[src/design/assert_macros.svh]
// Assertion macros shared by the timer slot bank RTL.
// Included by every file that carries concurrent assertions; no other dependencies.
`ifndef ASSERT_MACROS_SVH
`define ASSERT_MACROS_SVH

`ifndef NO_ASSERTIONS

// Check a property on every rising clock edge outside reset.
`define ASSERT_PROP(label, clk, rst_n, prop) \
  label: assert property (@(posedge clk) disable iff (!rst_n) (prop)) \
    else $error("assertion failed");

// Check that a condition never holds outside reset.
`define ASSERT_NEVER(label, clk, rst_n, cond) \
  label: assert property (@(posedge clk) disable iff (!rst_n) !(cond)) \
    else $error("forbidden condition seen");

`else

`define ASSERT_PROP(label, clk, rst_n, prop)
`define ASSERT_NEVER(label, clk, rst_n, cond)

`endif

`endif

[src/design/ptsb_pkg.sv]
// Package for the periodic timer slot bank: field widths, codes, slot entry type.
// No dependencies; imported by the cell, the controller and the top level.
`timescale 1ns / 1ps

package ptsb_pkg;

  localparam int NUM_SLOTS_DEF = 16;
  localparam int ACT_W         = 2;
  localparam int TIME_W        = 32;
  localparam int SLOT_W        = 4;
  localparam int STATUS_W      = 3;
  localparam int RESULT_CAP    = 16;
  localparam int CNT_W         = $clog2(RESULT_CAP + 1);

  localparam int IN_FIELDS_W   = ACT_W + 2 * TIME_W + SLOT_W;
  localparam int IN_DATA_W     = ((IN_FIELDS_W + 7) / 8) * 8;
  localparam int OUT_FIELDS_W  = STATUS_W + SLOT_W;
  localparam int OUT_DATA_W    = ((OUT_FIELDS_W + 7) / 8) * 8;

  // Action codes of a request.
  localparam logic [ACT_W-1:0] ACT_ADD  = 2'd0;
  localparam logic [ACT_W-1:0] ACT_DEL  = 2'd1;
  localparam logic [ACT_W-1:0] ACT_RUN  = 2'd2;
  localparam logic [ACT_W-1:0] ACT_RSVD = 2'd3;

  typedef enum logic [STATUS_W-1:0] {
    ST_ADDED   = 3'd0,
    ST_FULL    = 3'd1,
    ST_DELETED = 3'd2,
    ST_EXPIRED = 3'd3,
    ST_NONE    = 3'd4
  } status_e;

  typedef enum logic [1:0] {
    ST_IDLE,
    ST_SCAN,
    ST_FINISH
  } state_e;

  // One timer slot as it travels around the ring of cells.
  typedef struct packed {
    logic              active;
    logic [TIME_W-1:0] period;
    logic [TIME_W-1:0] start;
  } slot_t;

endpackage

[src/design/ptsb_cell.sv]
// One storage cell of the slot ring: holds a single timer slot entry.
// Depends on ptsb_pkg for the slot entry type.
`timescale 1ns / 1ps

module ptsb_cell
  import ptsb_pkg::*;
(
  input  logic  clk_i,
  input  logic  rst_ni,
  input  logic  en_i,
  input  slot_t d_i,
  output slot_t q_o
);

  logic              active_q;
  logic [TIME_W-1:0] period_q;
  logic [TIME_W-1:0] start_q;

  always_ff @(posedge clk_i or negedge rst_ni) begin
    if (!rst_ni) begin
      active_q <= 1'b0;
    end else if (en_i) begin
      active_q <= d_i.active;
    end
  end

  // Period and start are meaningful only while active; no reset.
  always_ff @(posedge clk_i) begin
    if (en_i) begin
      period_q <= d_i.period;
      start_q  <= d_i.start;
    end
  end

  assign q_o = '{active: active_q, period: period_q, start: start_q};

endmodule

[src/design/ptsb_ctrl.sv]
// Controller of the slot ring: request register, head-of-ring update, result stage.
// Depends on ptsb_pkg and assert_macros.svh.
`timescale 1ns / 1ps
`include "assert_macros.svh"

module ptsb_ctrl
  import ptsb_pkg::*;
#(
  parameter int NUM_SLOTS = NUM_SLOTS_DEF
) (
  input  logic              clk_i,
  input  logic              rst_ni,
  input  logic              in_valid_i,
  output logic              in_ready_o,
  input  logic [ACT_W-1:0]  action_i,
  input  logic [TIME_W-1:0] now_ms_i,
  input  logic [TIME_W-1:0] period_ms_i,
  input  logic [SLOT_W-1:0] slot_id_i,
  output logic              out_valid_o,
  input  logic              out_ready_i,
  output status_e           status_o,
  output logic [SLOT_W-1:0] slot_o,
  output logic              last_o,
  output logic              shift_o,
  input  slot_t             head_i,
  output slot_t             wr_o
);

  localparam int IW = (NUM_SLOTS > 1) ? $clog2(NUM_SLOTS) : 1;
  localparam logic [IW-1:0] LAST_POS = IW'(NUM_SLOTS - 1);

  state_e            state_q, state_d;
  logic [IW-1:0]     pos_q, pos_d;
  logic [ACT_W-1:0]  act_q;
  logic [TIME_W-1:0] now_q, ival_q;
  logic [SLOT_W-1:0] id_q;
  logic              claim_q, claim_d;
  logic [SLOT_W-1:0] claim_idx_q, claim_idx_d;
  logic [CNT_W-1:0]  cnt_q, cnt_d;
  logic              pend_valid_q, pend_valid_d;
  logic [SLOT_W-1:0] pend_slot_q, pend_slot_d;
  logic              out_valid_q;
  status_e           out_status_q;
  logic [SLOT_W-1:0] out_slot_q;
  logic              out_last_q;

  logic              accept, out_free, step, expire;
  logic              push;
  status_e           push_status;
  logic [SLOT_W-1:0] push_slot;
  logic              push_last;
  logic [TIME_W-1:0] elapsed;
  logic [IW+SLOT_W-1:0] idx_ext, id_ext;
  logic [SLOT_W-1:0] idx_slot;

  assign accept   = (state_q == ST_IDLE) && in_valid_i;
  assign out_free = !out_valid_q || out_ready_i;
  assign step     = (state_q == ST_SCAN) && out_free;
  assign elapsed  = now_q - head_i.start;
  assign idx_ext  = {{SLOT_W{1'b0}}, pos_q};
  assign id_ext   = {{IW{1'b0}}, id_q};
  assign idx_slot = idx_ext[SLOT_W-1:0];

  // Next state
  always_comb begin
    state_d = state_q;
    unique case (state_q)
      ST_IDLE:   if (in_valid_i) state_d = ST_SCAN;
      ST_SCAN:   if (step && (pos_q == LAST_POS)) state_d = ST_FINISH;
      ST_FINISH: if (out_free || (act_q == ACT_RSVD)) state_d = ST_IDLE;
      default:   state_d = ST_IDLE;
    endcase
  end

  // Update the slot at the head of the ring
  always_comb begin
    wr_o        = head_i;
    claim_d     = claim_q;
    claim_idx_d = claim_idx_q;
    expire      = 1'b0;
    unique case (act_q)
      ACT_ADD: begin
        if (!claim_q && !head_i.active) begin
          wr_o.active = 1'b1;
          wr_o.period = ival_q;
          wr_o.start  = now_q;
          claim_d     = step;
          claim_idx_d = idx_slot;
        end
      end
      ACT_DEL: begin
        if (idx_ext == id_ext) wr_o.active = 1'b0;
      end
      ACT_RUN: begin
        if (head_i.active && (elapsed >= head_i.period)) begin
          wr_o.start = now_q;
          expire     = 1'b1;
        end
      end
      default: ;
    endcase
  end

  // Result generation: an expiry is held back until the next expiry or the finish, so its last flag is known
  always_comb begin
    push         = 1'b0;
    push_status  = ST_NONE;
    push_slot    = '0;
    push_last    = 1'b1;
    cnt_d        = cnt_q;
    pend_valid_d = pend_valid_q;
    pend_slot_d  = pend_slot_q;
    pos_d        = pos_q;
    if (accept) begin
      pos_d        = '0;
      cnt_d        = '0;
      pend_valid_d = 1'b0;
    end else if (step) begin
      pos_d = pos_q + IW'(1);
      if (expire && (cnt_q < CNT_W'(RESULT_CAP))) begin
        push         = pend_valid_q;
        push_status  = ST_EXPIRED;
        push_slot    = pend_slot_q;
        push_last    = 1'b0;
        pend_valid_d = 1'b1;
        pend_slot_d  = idx_slot;
        cnt_d        = cnt_q + CNT_W'(1);
      end
    end else if ((state_q == ST_FINISH) && out_free) begin
      unique case (act_q)
        ACT_ADD: begin
          push        = 1'b1;
          push_status = claim_q ? ST_ADDED : ST_FULL;
          push_slot   = claim_q ? claim_idx_q : '0;
        end
        ACT_DEL: begin
          push        = 1'b1;
          push_status = ST_DELETED;
          push_slot   = id_q;
        end
        ACT_RUN: begin
          push         = 1'b1;
          push_status  = pend_valid_q ? ST_EXPIRED : ST_NONE;
          push_slot    = pend_valid_q ? pend_slot_q : '0;
          pend_valid_d = 1'b0;
        end
        default: ;
      endcase
    end
  end

  always_ff @(posedge clk_i or negedge rst_ni) begin
    if (!rst_ni) begin
      state_q      <= ST_IDLE;
      pos_q        <= '0;
      claim_q      <= 1'b0;
      cnt_q        <= '0;
      pend_valid_q <= 1'b0;
      out_valid_q  <= 1'b0;
    end else begin
      state_q      <= state_d;
      pos_q        <= pos_d;
      claim_q      <= accept ? 1'b0 : claim_d;
      cnt_q        <= cnt_d;
      pend_valid_q <= pend_valid_d;
      out_valid_q  <= push || (out_valid_q && !out_ready_i);
    end
  end

  always_ff @(posedge clk_i) begin
    if (accept) begin
      act_q  <= action_i;
      now_q  <= now_ms_i;
      ival_q <= period_ms_i;
      id_q   <= slot_id_i;
    end
    claim_idx_q <= claim_idx_d;
    pend_slot_q <= pend_slot_d;
    if (push) begin
      out_status_q <= push_status;
      out_slot_q   <= push_slot;
      out_last_q   <= push_last;
    end
  end

  assign in_ready_o  = (state_q == ST_IDLE);
  assign shift_o     = step;
  assign out_valid_o = out_valid_q;
  assign status_o    = out_status_q;
  assign slot_o      = out_slot_q;
  assign last_o      = out_last_q;

  `ASSERT_PROP(a_cnt_cap, clk_i, rst_ni, cnt_q <= CNT_W'(RESULT_CAP))
  `ASSERT_PROP(a_pend_run, clk_i, rst_ni, pend_valid_q |-> (act_q == ACT_RUN))
  `ASSERT_NEVER(a_idle_pend, clk_i, rst_ni, (state_q == ST_IDLE) && pend_valid_q)
  `ASSERT_PROP(a_scan_end, clk_i, rst_ni,
               (step && (pos_q == LAST_POS)) |=> (state_q == ST_FINISH))

endmodule

[src/design/periodic_timer_slot_bank.sv]
// Periodic timer slot bank: each request passes through an accept step, a ring rotation of
// NUM_SLOTS steps and a finish step before another request is accepted. One slot reaches
// the update logic per cycle while the output is not stalled. An expiry is held until the
// next expiring slot passes or the finish step, so its last flag is known; each step waits
// on a stalled output.
// Asynchronous active-low reset clears all slots to inactive.
`timescale 1ns / 1ps

module periodic_timer_slot_bank
  import ptsb_pkg::*;
#(
  parameter int NUM_SLOTS = NUM_SLOTS_DEF
) (
  input  logic                  clk_i,
  input  logic                  rst_ni,
  input  logic                  s_axis_tvalid_i,
  output logic                  s_axis_tready_o,
  // action[1:0], now_ms[33:2], period_ms[65:34], slot_id[69:66], zero pad
  input  logic [IN_DATA_W-1:0]  s_axis_tdata_i,
  output logic                  m_axis_tvalid_o,
  input  logic                  m_axis_tready_i,
  // status[2:0], slot[6:3], zero pad
  output logic [OUT_DATA_W-1:0] m_axis_tdata_o,
  output logic                  m_axis_tlast_o
);

  // Ring of cells. The last cell is the head: it holds the slot whose index equals the
  // step count. Its updated entry re-enters at cell zero, so a full rotation of
  // NUM_SLOTS steps brings every slot back to its home cell.
  slot_t   ring [NUM_SLOTS];
  slot_t   wr;
  logic    shift;
  status_e status;
  logic [SLOT_W-1:0] slot;

  for (genvar k = 0; k < NUM_SLOTS; k++) begin : g_cell
    if (k == 0) begin : g_first
      ptsb_cell u_cell (
        .clk_i (clk_i),
        .rst_ni(rst_ni),
        .en_i  (shift),
        .d_i   (wr),
        .q_o   (ring[k])
      );
    end else begin : g_next
      ptsb_cell u_cell (
        .clk_i (clk_i),
        .rst_ni(rst_ni),
        .en_i  (shift),
        .d_i   (ring[k-1]),
        .q_o   (ring[k])
      );
    end
  end

  // Hold the request, update the head slot, and stage the results.
  ptsb_ctrl #(
    .NUM_SLOTS(NUM_SLOTS)
  ) u_ctrl (
    .clk_i        (clk_i),
    .rst_ni       (rst_ni),
    .in_valid_i   (s_axis_tvalid_i),
    .in_ready_o   (s_axis_tready_o),
    .action_i     (s_axis_tdata_i[ACT_W-1:0]),
    .now_ms_i     (s_axis_tdata_i[ACT_W +: TIME_W]),
    .period_ms_i  (s_axis_tdata_i[ACT_W+TIME_W +: TIME_W]),
    .slot_id_i    (s_axis_tdata_i[ACT_W+2*TIME_W +: SLOT_W]),
    .out_valid_o  (m_axis_tvalid_o),
    .out_ready_i  (m_axis_tready_i),
    .status_o     (status),
    .slot_o       (slot),
    .last_o       (m_axis_tlast_o),
    .shift_o      (shift),
    .head_i       (ring[NUM_SLOTS-1]),
    .wr_o         (wr)
  );

  // Pack the result fields, low field first, and zero the pad bits.
  assign m_axis_tdata_o = {{(OUT_DATA_W - OUT_FIELDS_W){1'b0}}, slot, status};

endmodule

[config.mk]
export PLATFORM = sky130hd
export DESIGN_NAME = periodic_timer_slot_bank
export DESIGN_NICKNAME = d
export VERILOG_FILES = /design/src/design/ptsb_pkg.sv /design/src/design/ptsb_cell.sv /design/src/design/ptsb_ctrl.sv /design/src/design/periodic_timer_slot_bank.sv
export VERILOG_INCLUDE_DIRS = /design/src /design/src/design
export SDC_FILE = /design/constraint.sdc
export NUM_CORES = 1
export LEC_CHECK = 0
export BUFFER_PORTS_ARGS = -buffer_cell sky130_fd_sc_hd__buf_2
export CAP_MARGIN = 10
export CORE_MARGIN = 2
export CORE_UTILIZATION = 53
export CTS_BUF_LIST = sky130_fd_sc_hd__clkbuf_16
export DETAILED_ROUTE_END_ITERATION = 16
export PLACE_DENSITY = 0.69
export SYNTH_ARGS = -nofsm -noshare
export SYNTH_HDL_FRONTEND = slang
export SYNTH_HIERARCHICAL = 1
export SYNTH_SLANG_ARGS = --single-unit
[constraint.sdc]
create_clock -name clk_i -period 42.9 [get_ports clk_i]
set_clock_uncertainty 0.15 [all_clocks]
set_input_delay 4.29 -clock clk_i [delete_from_list [all_inputs] [get_ports clk_i]]
set_output_delay 4.29 -clock clk_i [all_outputs]
set_load 0.02 [all_outputs]
==> impl_metrics.json, run 1 <==
{
  "nNetsFinal": 2069,
  "synth_top_flop_cell": "edfxtp_1",
  "yosysSeqAreaShare_pct": 88.62,
  "worstSkewPairLatency_ps": 660,
  "globalRouteTotalUtil_pct": 15.45,
  "synth_area_leaders": "edfxtp_1, ha_1, dfrtp_1",
  "most-common-layout-cells": "edfxtp_1, clkbuf_16, inv_1, buf_2, ha_1",
  "final_area_um2": 43270,
  "vias": 15580,
  "fmax_mhz": 108.0,
  "crit_path_cell_trace": "buf_2, nand2b_1, and3_4, buf_12, buf_4, buf_4, buf_4",
  "root_buffer": "clkbuf_16",
  "yosys.area.top_type_share_pct": 86.67,
  "numCtsBuffers": 106,
  "synth_cell_type_count": 67,
  "postCtsSetupRepairBufs": 0,
  "hpwl_um": 32780,
  "detail_route.first_pass.iterations": 5,
  "synth-seq-cells": 1140,
  "placed_cell_area_um2": 39980,
  "hold_class": "flip-flop to flip-flop",
  "clk_pin_slew_worst_paths_ps": 70,
  "cp_top_family": "buffers and inverters",
  "cp_slowest_cell": "buf_4",
  "grt_pass1_wl_um": 86930,
  "synth_nets": 1898,
  "first_iter_violations": 1320,
  "core-area_um2": 71610,
  "hold_viol": 0,
  "start_util_pct": 53.71,
  "die_h_um": 273.4,
  "arrival_ps": 9370,
  "htree_levels": 3,
  "drive_gt1_share_pct": 15.01,
  "grt_max_degree": 246,
  "routed_via_density": 5.256,
  "io_pins": 87,
  "required_ps": 43010,
  "top_layer": "met4",
  "area_growth_pct": 12.50,
  "clockBufferDepth": 3,
  "grt-ovfl-total": 0,
  "wl_met2_um": 26890,
  "irDropWorstVdd_uv": 53.15,
  "cap_viol_max_count": 0,
  "drv_slew": 0,
  "cpPeakStageDelay_ps": 980,
  "synth_edf_count": 1110,
  "avgSynthCellArea_um2": 21.90,
  "rows": 98,
  "path_buf_inv": 5,
  "antenna_left": 0,
  "setup_viol": 0,
  "worst-setup-path-type": "input port to flip-flop",
  "syn_inst": 1756,
  "wl_met1_um": 26660,
  "routabilityCongestion": 0.8181,
  "powerDensity_nw_per_um2": 87.91,
  "portBuffers": 83,
  "wirelength_um": 57600,
  "final_common_cell": "edfxtp_1",
  "end_kind": "flip-flop",
  "drcViolationCount": 0,
  "tightest_slew_ps": 1225,
  "relSlewSlack_pct": 18.36,
  "critical_path.max_fanout": 245,
  "yosys.area.top_type": "edfxtp_1",
  "rsz0062_at_grt": "no",
  "grt_pass1_vias": 15390,
  "cts_tree": "yes",
  "die_area_um2": 74740,
  "dr_wl_met3_um": 2498,
  "fin_total_pwr_mw": 3.804,
  "critPathLaunchType": "input port",
  "finalCritPeriodShare_pct": 21.58,
  "routedWlPerCell_um": 19.43,
  "tns_ps": 0,
  "antenna_found_initial": 2,
  "status": "complete, no violations",
  "cpMostUsedCell": "buf_4",
  "clock-sinks": 1140,
  "cts_hold_buf": 0,
  "synth-async-reset-ratio_pct": 2.632,
  "dieWidth_um": 273.4,
  "power_leakage_nw": 15.95,
  "fin_crit_ps": 9259,
  "yosysWarnings": 6,
  "mappedNetlistArea_um2": 38460,
  "cts-resized-gates": 0
}
==> flip-flops by register name (all words and copies together) (netlist names), 5 cells and up <==
signal	cells
g_cell.g_first.u_cell/period_q	32
g_cell.g_next.u_cell/active_q	15
u_ctrl/ival_q	32
g_cell.g_next.u_cell/period_q	480
g_cell.g_next.u_cell/start_q	480
g_cell.g_first.u_cell/start_q	32
u_ctrl/cnt_q	5
u_ctrl/now_q	32
==> cell usage after synthesis, types with 17 or more instances <==
master and instances:
a21oi_1 43, inv_1 82, o21ai_0 58, dfrtp_1 30, edfxtp_1 1110, nand2_1 62, ha_1 65, mux2_4 46
nor2_1 32, buf_4 17, nand3_1 17
==> kinds of logic (layout without fill, tap and decap cells) <==
logic type / Yosys count / count (layout) / synth area share [%]
adders and majority gates: 66 / 66 / 2.167
DFF: 1140 / 1140 / 88.62
AOI/OAI and AO/OA: 176 / 176 / 2.944
and+or+nand+nor: 171 / 171 / 2.170
muxes: 53 / 53 / 1.988
other: 1 / 3 / 0.009751
buffers and inverters: 117 / 373 / 1.373
xor gates and xnor gates: 32 / 32 / 0.7287
==> path summary, 6_finish.rpt <==
check | startpoint | endpoint | slack, ps | depth (start not counted)
min in group asynchronous | rst_ni | g_cell[2].g_next.u_cell/active_q | 3530 | 1
max in group asynchronous | rst_ni | g_cell[7].g_next.u_cell/active_q | 38600 | 1
hold reg to reg | g_cell[8].g_next.u_cell/period_q[20] | g_cell[9].g_next.u_cell/period_q[20] | 250 | 0
hold / removal | g_cell[8].g_next.u_cell/period_q[20] | g_cell[9].g_next.u_cell/period_q[20] | 250 | 0
setup reg to reg | u_ctrl/now_q[0] | g_cell[0].g_first.u_cell/start_q[13] | 36400 | 20
setup / recovery | m_axis_tready_i | g_cell[14].g_next.u_cell/start_q[21] | 33640 | 7
==> per-stage QoR <==
| step | worst slack [ps] | utilization, % | instances | hold slack [ps] |
|---|---|---|---|---|
| after floorplan | 6329 | - | 1756 | 250.3 |
| after global placement | 33150 | 55.83 | 2769 | 250.4 |
| after detailed placement | 32860 | 55.83 | 2769 | 254.5 |
| after CTS | 33610 | 60.41 | 2962 | 256.8 |
| after global routing | 33140 | 60.42 | 2964 | 262.8 |
| final | 33640 | 60.42 | 2964 | 248.7 |
==> where the power goes <==
group          leakage [nW]  internal (mW)  switching [mW]
clock network          1.71          0.499           0.380
registers              11.7           2.08           0.179
logic                  2.50          0.189           0.473
==> layout make-up <==
cell class,count,area [µm²]
sequential,1140,34080
fill,4974,28340
multi-input combinational,499,3860
clock buffer,107,2678
tap,950,1189
clock inverter,86,601.8
timing repair buffer,98,540.5
inverter,82,309.0
antenna,2,5.005
==> per-layer routing <==
| layer | vias to the layer above | track usage (%) |
|---|---|---|
| li1 | 7180 | - |
| met1 | 7913 | 22.57 |
| met2 | 380 | 23.51 |
| met3 | 106 | 2.939 |
| met4 | 0 | 5.752 |
| met5 | - | 0 |
No activity file was read; power rests on OpenSTA's default activity.
==> run 2, diff against run 1 <==
--- a/config.mk
+++ b/config.mk
@@ -12,7 +12,7 @@
 export CORE_UTILIZATION = 53
 export CTS_BUF_LIST = sky130_fd_sc_hd__clkbuf_16
 export DETAILED_ROUTE_END_ITERATION = 16
-export PLACE_DENSITY = 0.69
+export PLACE_DENSITY = 0.72
 export SYNTH_ARGS = -nofsm -noshare
 export SYNTH_HDL_FRONTEND = slang
 export SYNTH_HIERARCHICAL = 1
==> constraint.sdc (replaced) <==
create_clock -name clk_i -period 7.9 [get_ports clk_i]
set_clock_uncertainty 0.15 [all_clocks]
set_input_delay 0.79 -clock clk_i [delete_from_list [all_inputs] [get_ports clk_i]]
set_output_delay 0.79 -clock clk_i [all_outputs]
set_load 0.02 [all_outputs]
==> run 2 against run 1 <==
Compared with the run above:
- sequential cell count unchanged
- utilization up 0.26 points
- non-clock buffer count down 1
- first-iteration DRC count up 19%
- largest cell class unchanged
- largest power group unchanged
- sequential share of layout area down 0.33 points
==> impl_metrics.json, run 2 (synthesis gave the netlist of run 1 again) <==
{
  "clockBufferDepth": 3,
  "numCtsBuffers": 106,
  "tightest_slew_ps": 1112,
  "critPathLaunchType": "flip-flop",
  "top_regs": "g_cell.g_next.u_cell/period_q x480, g_cell.g_next.u_cell/start_q x480",
  "cts_tree": "yes",
  "die_h_um": 273.4,
  "placed_cell_area_um2": 40000,
  "routedWlPerCell_um": 19.78,
  "relSlewSlack_pct": 25.87,
  "core-area_um2": 71610,
  "cts-resized-gates": 0,
  "worstSkewPairLatency_ps": 650,
  "clk_pin_slew_worst_paths_ps": 60,
  "portBuffers": 83,
  "cap_viol_max_count": 0,
  "grt_pass1_wl_um": 87630,
  "area_growth_pct": 12.97,
  "hpwl_um": 33260,
  "drive_gt1_share_pct": 15.67,
  "start_util_pct": 53.71,
  "multi_input_area_um2": 3860,
  "fillCellCount": 4934,
  "root_buffer": "clkbuf_16",
  "reg2reg_to": "g_cell[0].g_first.u_cell/start_q[27]",
  "globalRouteMet2Util_pct": 23.42,
  "postCtsSetupRepairBufs": 0,
  "most-common-layout-cells": "edfxtp_1, clkbuf_16, inv_1, buf_2, ha_1",
  "power_leakage_nw": 16.00,
  "required_ps": 8150,
  "clock-sinks": 1140,
  "hold_class": "input port to asynchronous set/reset pin",
  "irDropWorstVdd_uv": 440.4,
  "rsz0062_at_grt": "no",
  "grt_pass1_vias": 15580,
  "fin_hold_ws_ps": 49.23,
  "worst-setup-path-type": "flip-flop to flip-flop",
  "routed_via_density": 5.299,
  "first_iter_violations": 1575,
  "fmax_mhz": 153.7,
  "final_common_cell": "edfxtp_1",
  "rows": 98,
  "fin_crit_ps": 6507,
  "grt-ovfl-total": 0,
  "fin_total_pwr_mw": 20.94,
  "htree_levels": 3,
  "die_area_um2": 74740,
  "tns_ps": 0,
  "r2r_start": "u_ctrl/now_q[0]",
  "routabilityCongestion": 0.8503,
  "arrival_ps": 6760,
  "met1_usage_pct": 22.58,
  "antenna_found_initial": 5,
  "rr_worst_depth": 20,
  "drcViolationCount": 0,
  "use_met3_pct": 2.605,
  "vias": 15700,
  "io_pins": 87,
  "status": "complete, no violations",
  "hold_viol": 0,
  "drv_slew": 0,
  "end_kind": "flip-flop",
  "wirelength_um": 58580,
  "powerDensity_nw_per_um2": 482.0,
  "critical_path.max_fanout": 32,
  "detail_route.first_pass.iterations": 8,
  "dieWidth_um": 273.4,
  "regArea_um2": 34080,
  "final_area_um2": 43450,
  "cts_hold_buf": 0,
  "top_usage_layer": "met2",
  "instances_no_fill": 2962,
  "grt_max_degree": 212,
  "antenna_left": 0,
  "setup_viol": 0,
  "finalCritPeriodShare_pct": 82.37,
  "startpoint": "u_ctrl/now_q[0]",
  "nNetsFinal": 2068,
  "place_inst": 2768,
  "reg2reg_slack_ps": 1390,
  "globalRouteTotalUtil_pct": 15.54
}
-- run 2: through the flow --
step | util (%) | worst slack (ps)
finish | 60.67 | 1393
global route | 60.67 | 1309
detailed placement | 55.86 | 1656
global placement | 55.86 | 1702
CTS | 60.67 | 1595
floorplan | - | 877.6
-- run 2: cell type report --
| cell class | instances | share of cell area, % |
|---|---|---|
| inverter | 82 | 0.7113 |
| clock buffer | 111 | 6.393 |
| clock inverter | 81 | 1.535 |
| sequential | 1140 | 78.44 |
| multi-input combinational | 499 | 8.884 |
| tap | 950 | 2.736 |
| antenna | 2 | 0.01152 |
| timing repair buffer | 97 | 1.284 |
-- run 2: how the worst max path moves through the flow --
stage,endpoint,cells after the start
global route,g_cell[0].g_first.u_cell/start_q[13],20
finish,g_cell[0].g_first.u_cell/start_q[27],20
global placement,g_cell[0].g_first.u_cell/start_q[13],20
detailed placement,g_cell[0].g_first.u_cell/start_q[13],20
floorplan,u_ctrl/last_o,6
CTS,g_cell[0].g_first.u_cell/start_q[13],20
-- run 2: worst max-delay path, cell delays in order, from the launching register on --
cell,delay [ps]
edfxtp_1,420
inv_1,80
ha_1,180
inv_1,60
fa_1,400
a21oi_1,270
o22ai_1,160
a2111oi_0,830
o211ai_1,220
a221oi_2,450
o21ai_0,200
xor2_1,170
ha_1,340
nand4_1,140
nor3_1,370
nand4_1,240
a311oi_2,400
nor3_4,100
o21bai_4,140
buf_4,530
mux2_4,360
-- run 2: where the power goes --
part	leakage [nW]	internal, mW	switching [mW]
registers	11.7	11.3	1.00
clock network	1.76	2.87	2.10
logic	2.51	1.05	2.61
-- run 2: metal layers --
metal	vias up	part of all wire [%]
met4	0	3.8
met2	411	46
li1	7172	-
met1	7970	46
met3	142	4.4
met5	-	0
==> run 3, diff against run 2 <==
==> constraint.sdc (replaced) <==
create_clock -name clk_i -period 5.5 [get_ports clk_i]
set_clock_uncertainty 0.15 [all_clocks]
set_input_delay 0.55 -clock clk_i [delete_from_list [all_inputs] [get_ports clk_i]]
set_output_delay 0.55 -clock clk_i [all_outputs]
set_load 0.02 [all_outputs]
==> run 3 against run 2 <==
Compared with the run above:
- register-to-register slack lost 1200 ps
- utilization grew 1.4 points
- critical path depth grew 3
- maximum frequency grew 23%
- setup slack lost 1200 ps
- hold slack lost 2.7 ps
- highest routed layer unchanged
==> impl_metrics.json, run 3 (synthesis gave the netlist of run 1 again) <==
{
  "dr_wl_met3_um": 2912,
  "instances_no_fill": 3048,
  "globalRouteTotalUtil_pct": 16.38,
  "clock-sinks": 1140,
  "arrival_ps": 5560,
  "hold_viol": 0,
  "nNetsFinal": 2152,
  "tns_ps": 0,
  "status": "complete, no violations",
  "grt-ovfl-total": 0,
  "routedWlPerCell_um": 20.07,
  "htree_levels": 3,
  "portBuffers": 83,
  "root_buffer": "clkbuf_16",
  "reg2reg_to": "g_cell[0].g_first.u_cell/start_q[30]",
  "start_util_pct": 53.71,
  "powerDensity_nw_per_um2": 684.4,
  "fin_crit_ps": 5305,
  "rows": 98,
  "grt_pass1_vias": 16110,
  "reg2reg_slack_ps": 190,
  "worst-setup-path-type": "flip-flop to flip-flop",
  "irDropWorstVdd_uv": 663.8,
  "routed_via_density": 5.332,
  "wl_met2_um": 28390,
  "numCtsBuffers": 107,
  "grt_max_degree": 206,
  "die_area_um2": 74740,
  "hold_class": "input port to flip-flop",
  "final_area_um2": 44470,
  "grt_pass1_wl_um": 92210,
  "end_kind": "flip-flop",
  "top_regs": "g_cell.g_next.u_cell/period_q x480, g_cell.g_next.u_cell/start_q x480",
  "most-common-layout-cells": "edfxtp_1, clkbuf_16, inv_1, buf_2, dlygate4sd3_1",
  "startpoint": "u_ctrl/now_q[0]",
  "detail_route.first_pass.iterations": 6,
  "core-area_um2": 71610,
  "hpwl_um": 33350,
  "worstSkewPairLatency_ps": 670,
  "finalWorstSetupSlack_ps": 194.8,
  "rr_worst_depth": 23,
  "top_layer": "met4",
  "critPathLaunchType": "flip-flop",
  "final_common_cell": "edfxtp_1",
  "first_iter_violations": 1675,
  "antenna_found_initial": 6,
  "tightest_slew_ps": 1107,
  "place_inst": 2775,
  "placed_cell_area_um2": 40080,
  "relSlewSlack_pct": 26.18,
  "cts_tree": "yes",
  "place_ws_ps": -251.0,
  "cap_viol_max_count": 0,
  "area_growth_pct": 15.64,
  "dieWidth_um": 273.4,
  "drv_slew": 0,
  "vias": 16250,
  "power_leakage_nw": 16.41,
  "wl_met1_um": 27670,
  "drcViolationCount": 0,
  "clockBufferDepth": 3,
  "setup_viol": 0,
  "critical_path.max_fanout": 11,
  "fmax_mhz": 188.5,
  "r2r_start": "u_ctrl/now_q[0]",
  "whs_path_depth": 3,
  "fillCellCount": 4789,
  "required_ps": 5750,
  "endpoint": "g_cell[0].g_first.u_cell/start_q[30]",
  "clk_pin_slew_worst_paths_ps": 60,
  "routabilityCongestion": 0.8684,
  "finalCritPeriodShare_pct": 96.46,
  "die_h_um": 273.4,
  "antenna_left": 0,
  "drive_gt1_share_pct": 15.69,
  "wirelength_um": 61180,
  "io_pins": 87
}
==> run 3: changes by cell type in the layout (fill, tap and decap cells not counted), moves of 2 or more <==
| cell | previous run | this run |
|---|---|---|
| o22ai_1 | 2 | 0 |
| dlygate4sd3_1 | 0 | 71 |
| clkinv_2 | 26 | 20 |
| bufinv_16 | 10 | 13 |
| inv_8 | 2 | 0 |
| buf_12 | 3 | 6 |
| clkinv_1 | 12 | 22 |
| buf_4 | 11 | 17 |
==> run 3: what timing repair did <==
| action | in CTS | in global routing |
|---|---|---|
| pin swaps | 1 | 8 |
| endpoints found under the setup margin | 53 | 56 |
| buffers inserted | 1 | 2 |
| cloned | 0 | 2 |
| endpoints found under the hold margin | 100 | 0 |
| hold buffers | 71 | 0 |
| resized for setup | 6 | 9 |
==> run 3: final cells by class <==
class | count | area (µm²) | share of cell area (%)
clock buffers | 110 | 2753 | 6.189
well taps | 950 | 1189 | 2.673
flip-flops and latches | 1140 | 34080 | 76.64
clock inverters | 86 | 767.0 | 1.725
diodes | 1 | 2.502 | 0.005627
multi-input cells | 499 | 3933 | 8.842
repair buffers | 180 | 1439 | 3.235
inverters | 82 | 309.0 | 0.6949
==> run 3: worst min path at each step <==
stage | start | slack, ps | endpoint
after detailed placement | g_cell[9].g_next.u_cell/period_q[4] | 250 | g_cell[10].g_next.u_cell/period_q[4]
after floorplan | rst_ni | 100 | g_cell[0].g_first.u_cell/active_q
after global placement | g_cell[0].g_first.u_cell/start_q[8] | 250 | g_cell[1].g_next.u_cell/start_q[8]
after global routing | s_axis_tvalid_i | 10 | u_ctrl/state_q[0]
after CTS | s_axis_tvalid_i | 0.3 | u_ctrl/state_q[0]
final | s_axis_tvalid_i | 50 | u_ctrl/state_q[0]
==> run 3: routing by layer <==
metal	vias up	track usage, %
li1	7355	-
met3	159	3.114
met1	8222	23.70
met5	-	0
met2	517	24.92
met4	0	6.572
==> run 3: through the flow <==
step | util, % | power (mW) | hold slack [ps]
finish | 62.11 | 30.44 | 46.51
global placement | 55.97 | 22.51 | 250.2
detailed placement | 55.97 | 23.00 | 254.5
floorplan | - | 21.27 | 104.4
global route | 62.11 | 31.96 | 14.38
CTS | 61.94 | 30.61 | 0.3129
==> run 3: critical path, cell delays in order, from the launching register on <==
cell and delay, ps:
edfxtp_1 390, inv_1 70, ha_1 170, inv_1 70, fa_2 360, a21oi_2 200, o22ai_2 120, a2111oi_4 350
buf_4 170, o211ai_1 100, a221oi_2 360, buf_4 180, a21oi_1 70, xor2_1 140, ha_1 280, nand4_1 160
nor3_2 80, a221o_1 320, o31a_1 330, nor3_4 260, o21bai_4 80, buf_12 150, clkbuf_16 180, mux2_4 300
==> run 3: power breakdown <==
group	internal (mW)	switching (mW)	total, mW
Clock	4.23	3.06	7.29
Combinational	1.64	3.82	5.46
Sequential	16.2	1.45	17.7
Total	22.1	8.33	30.4
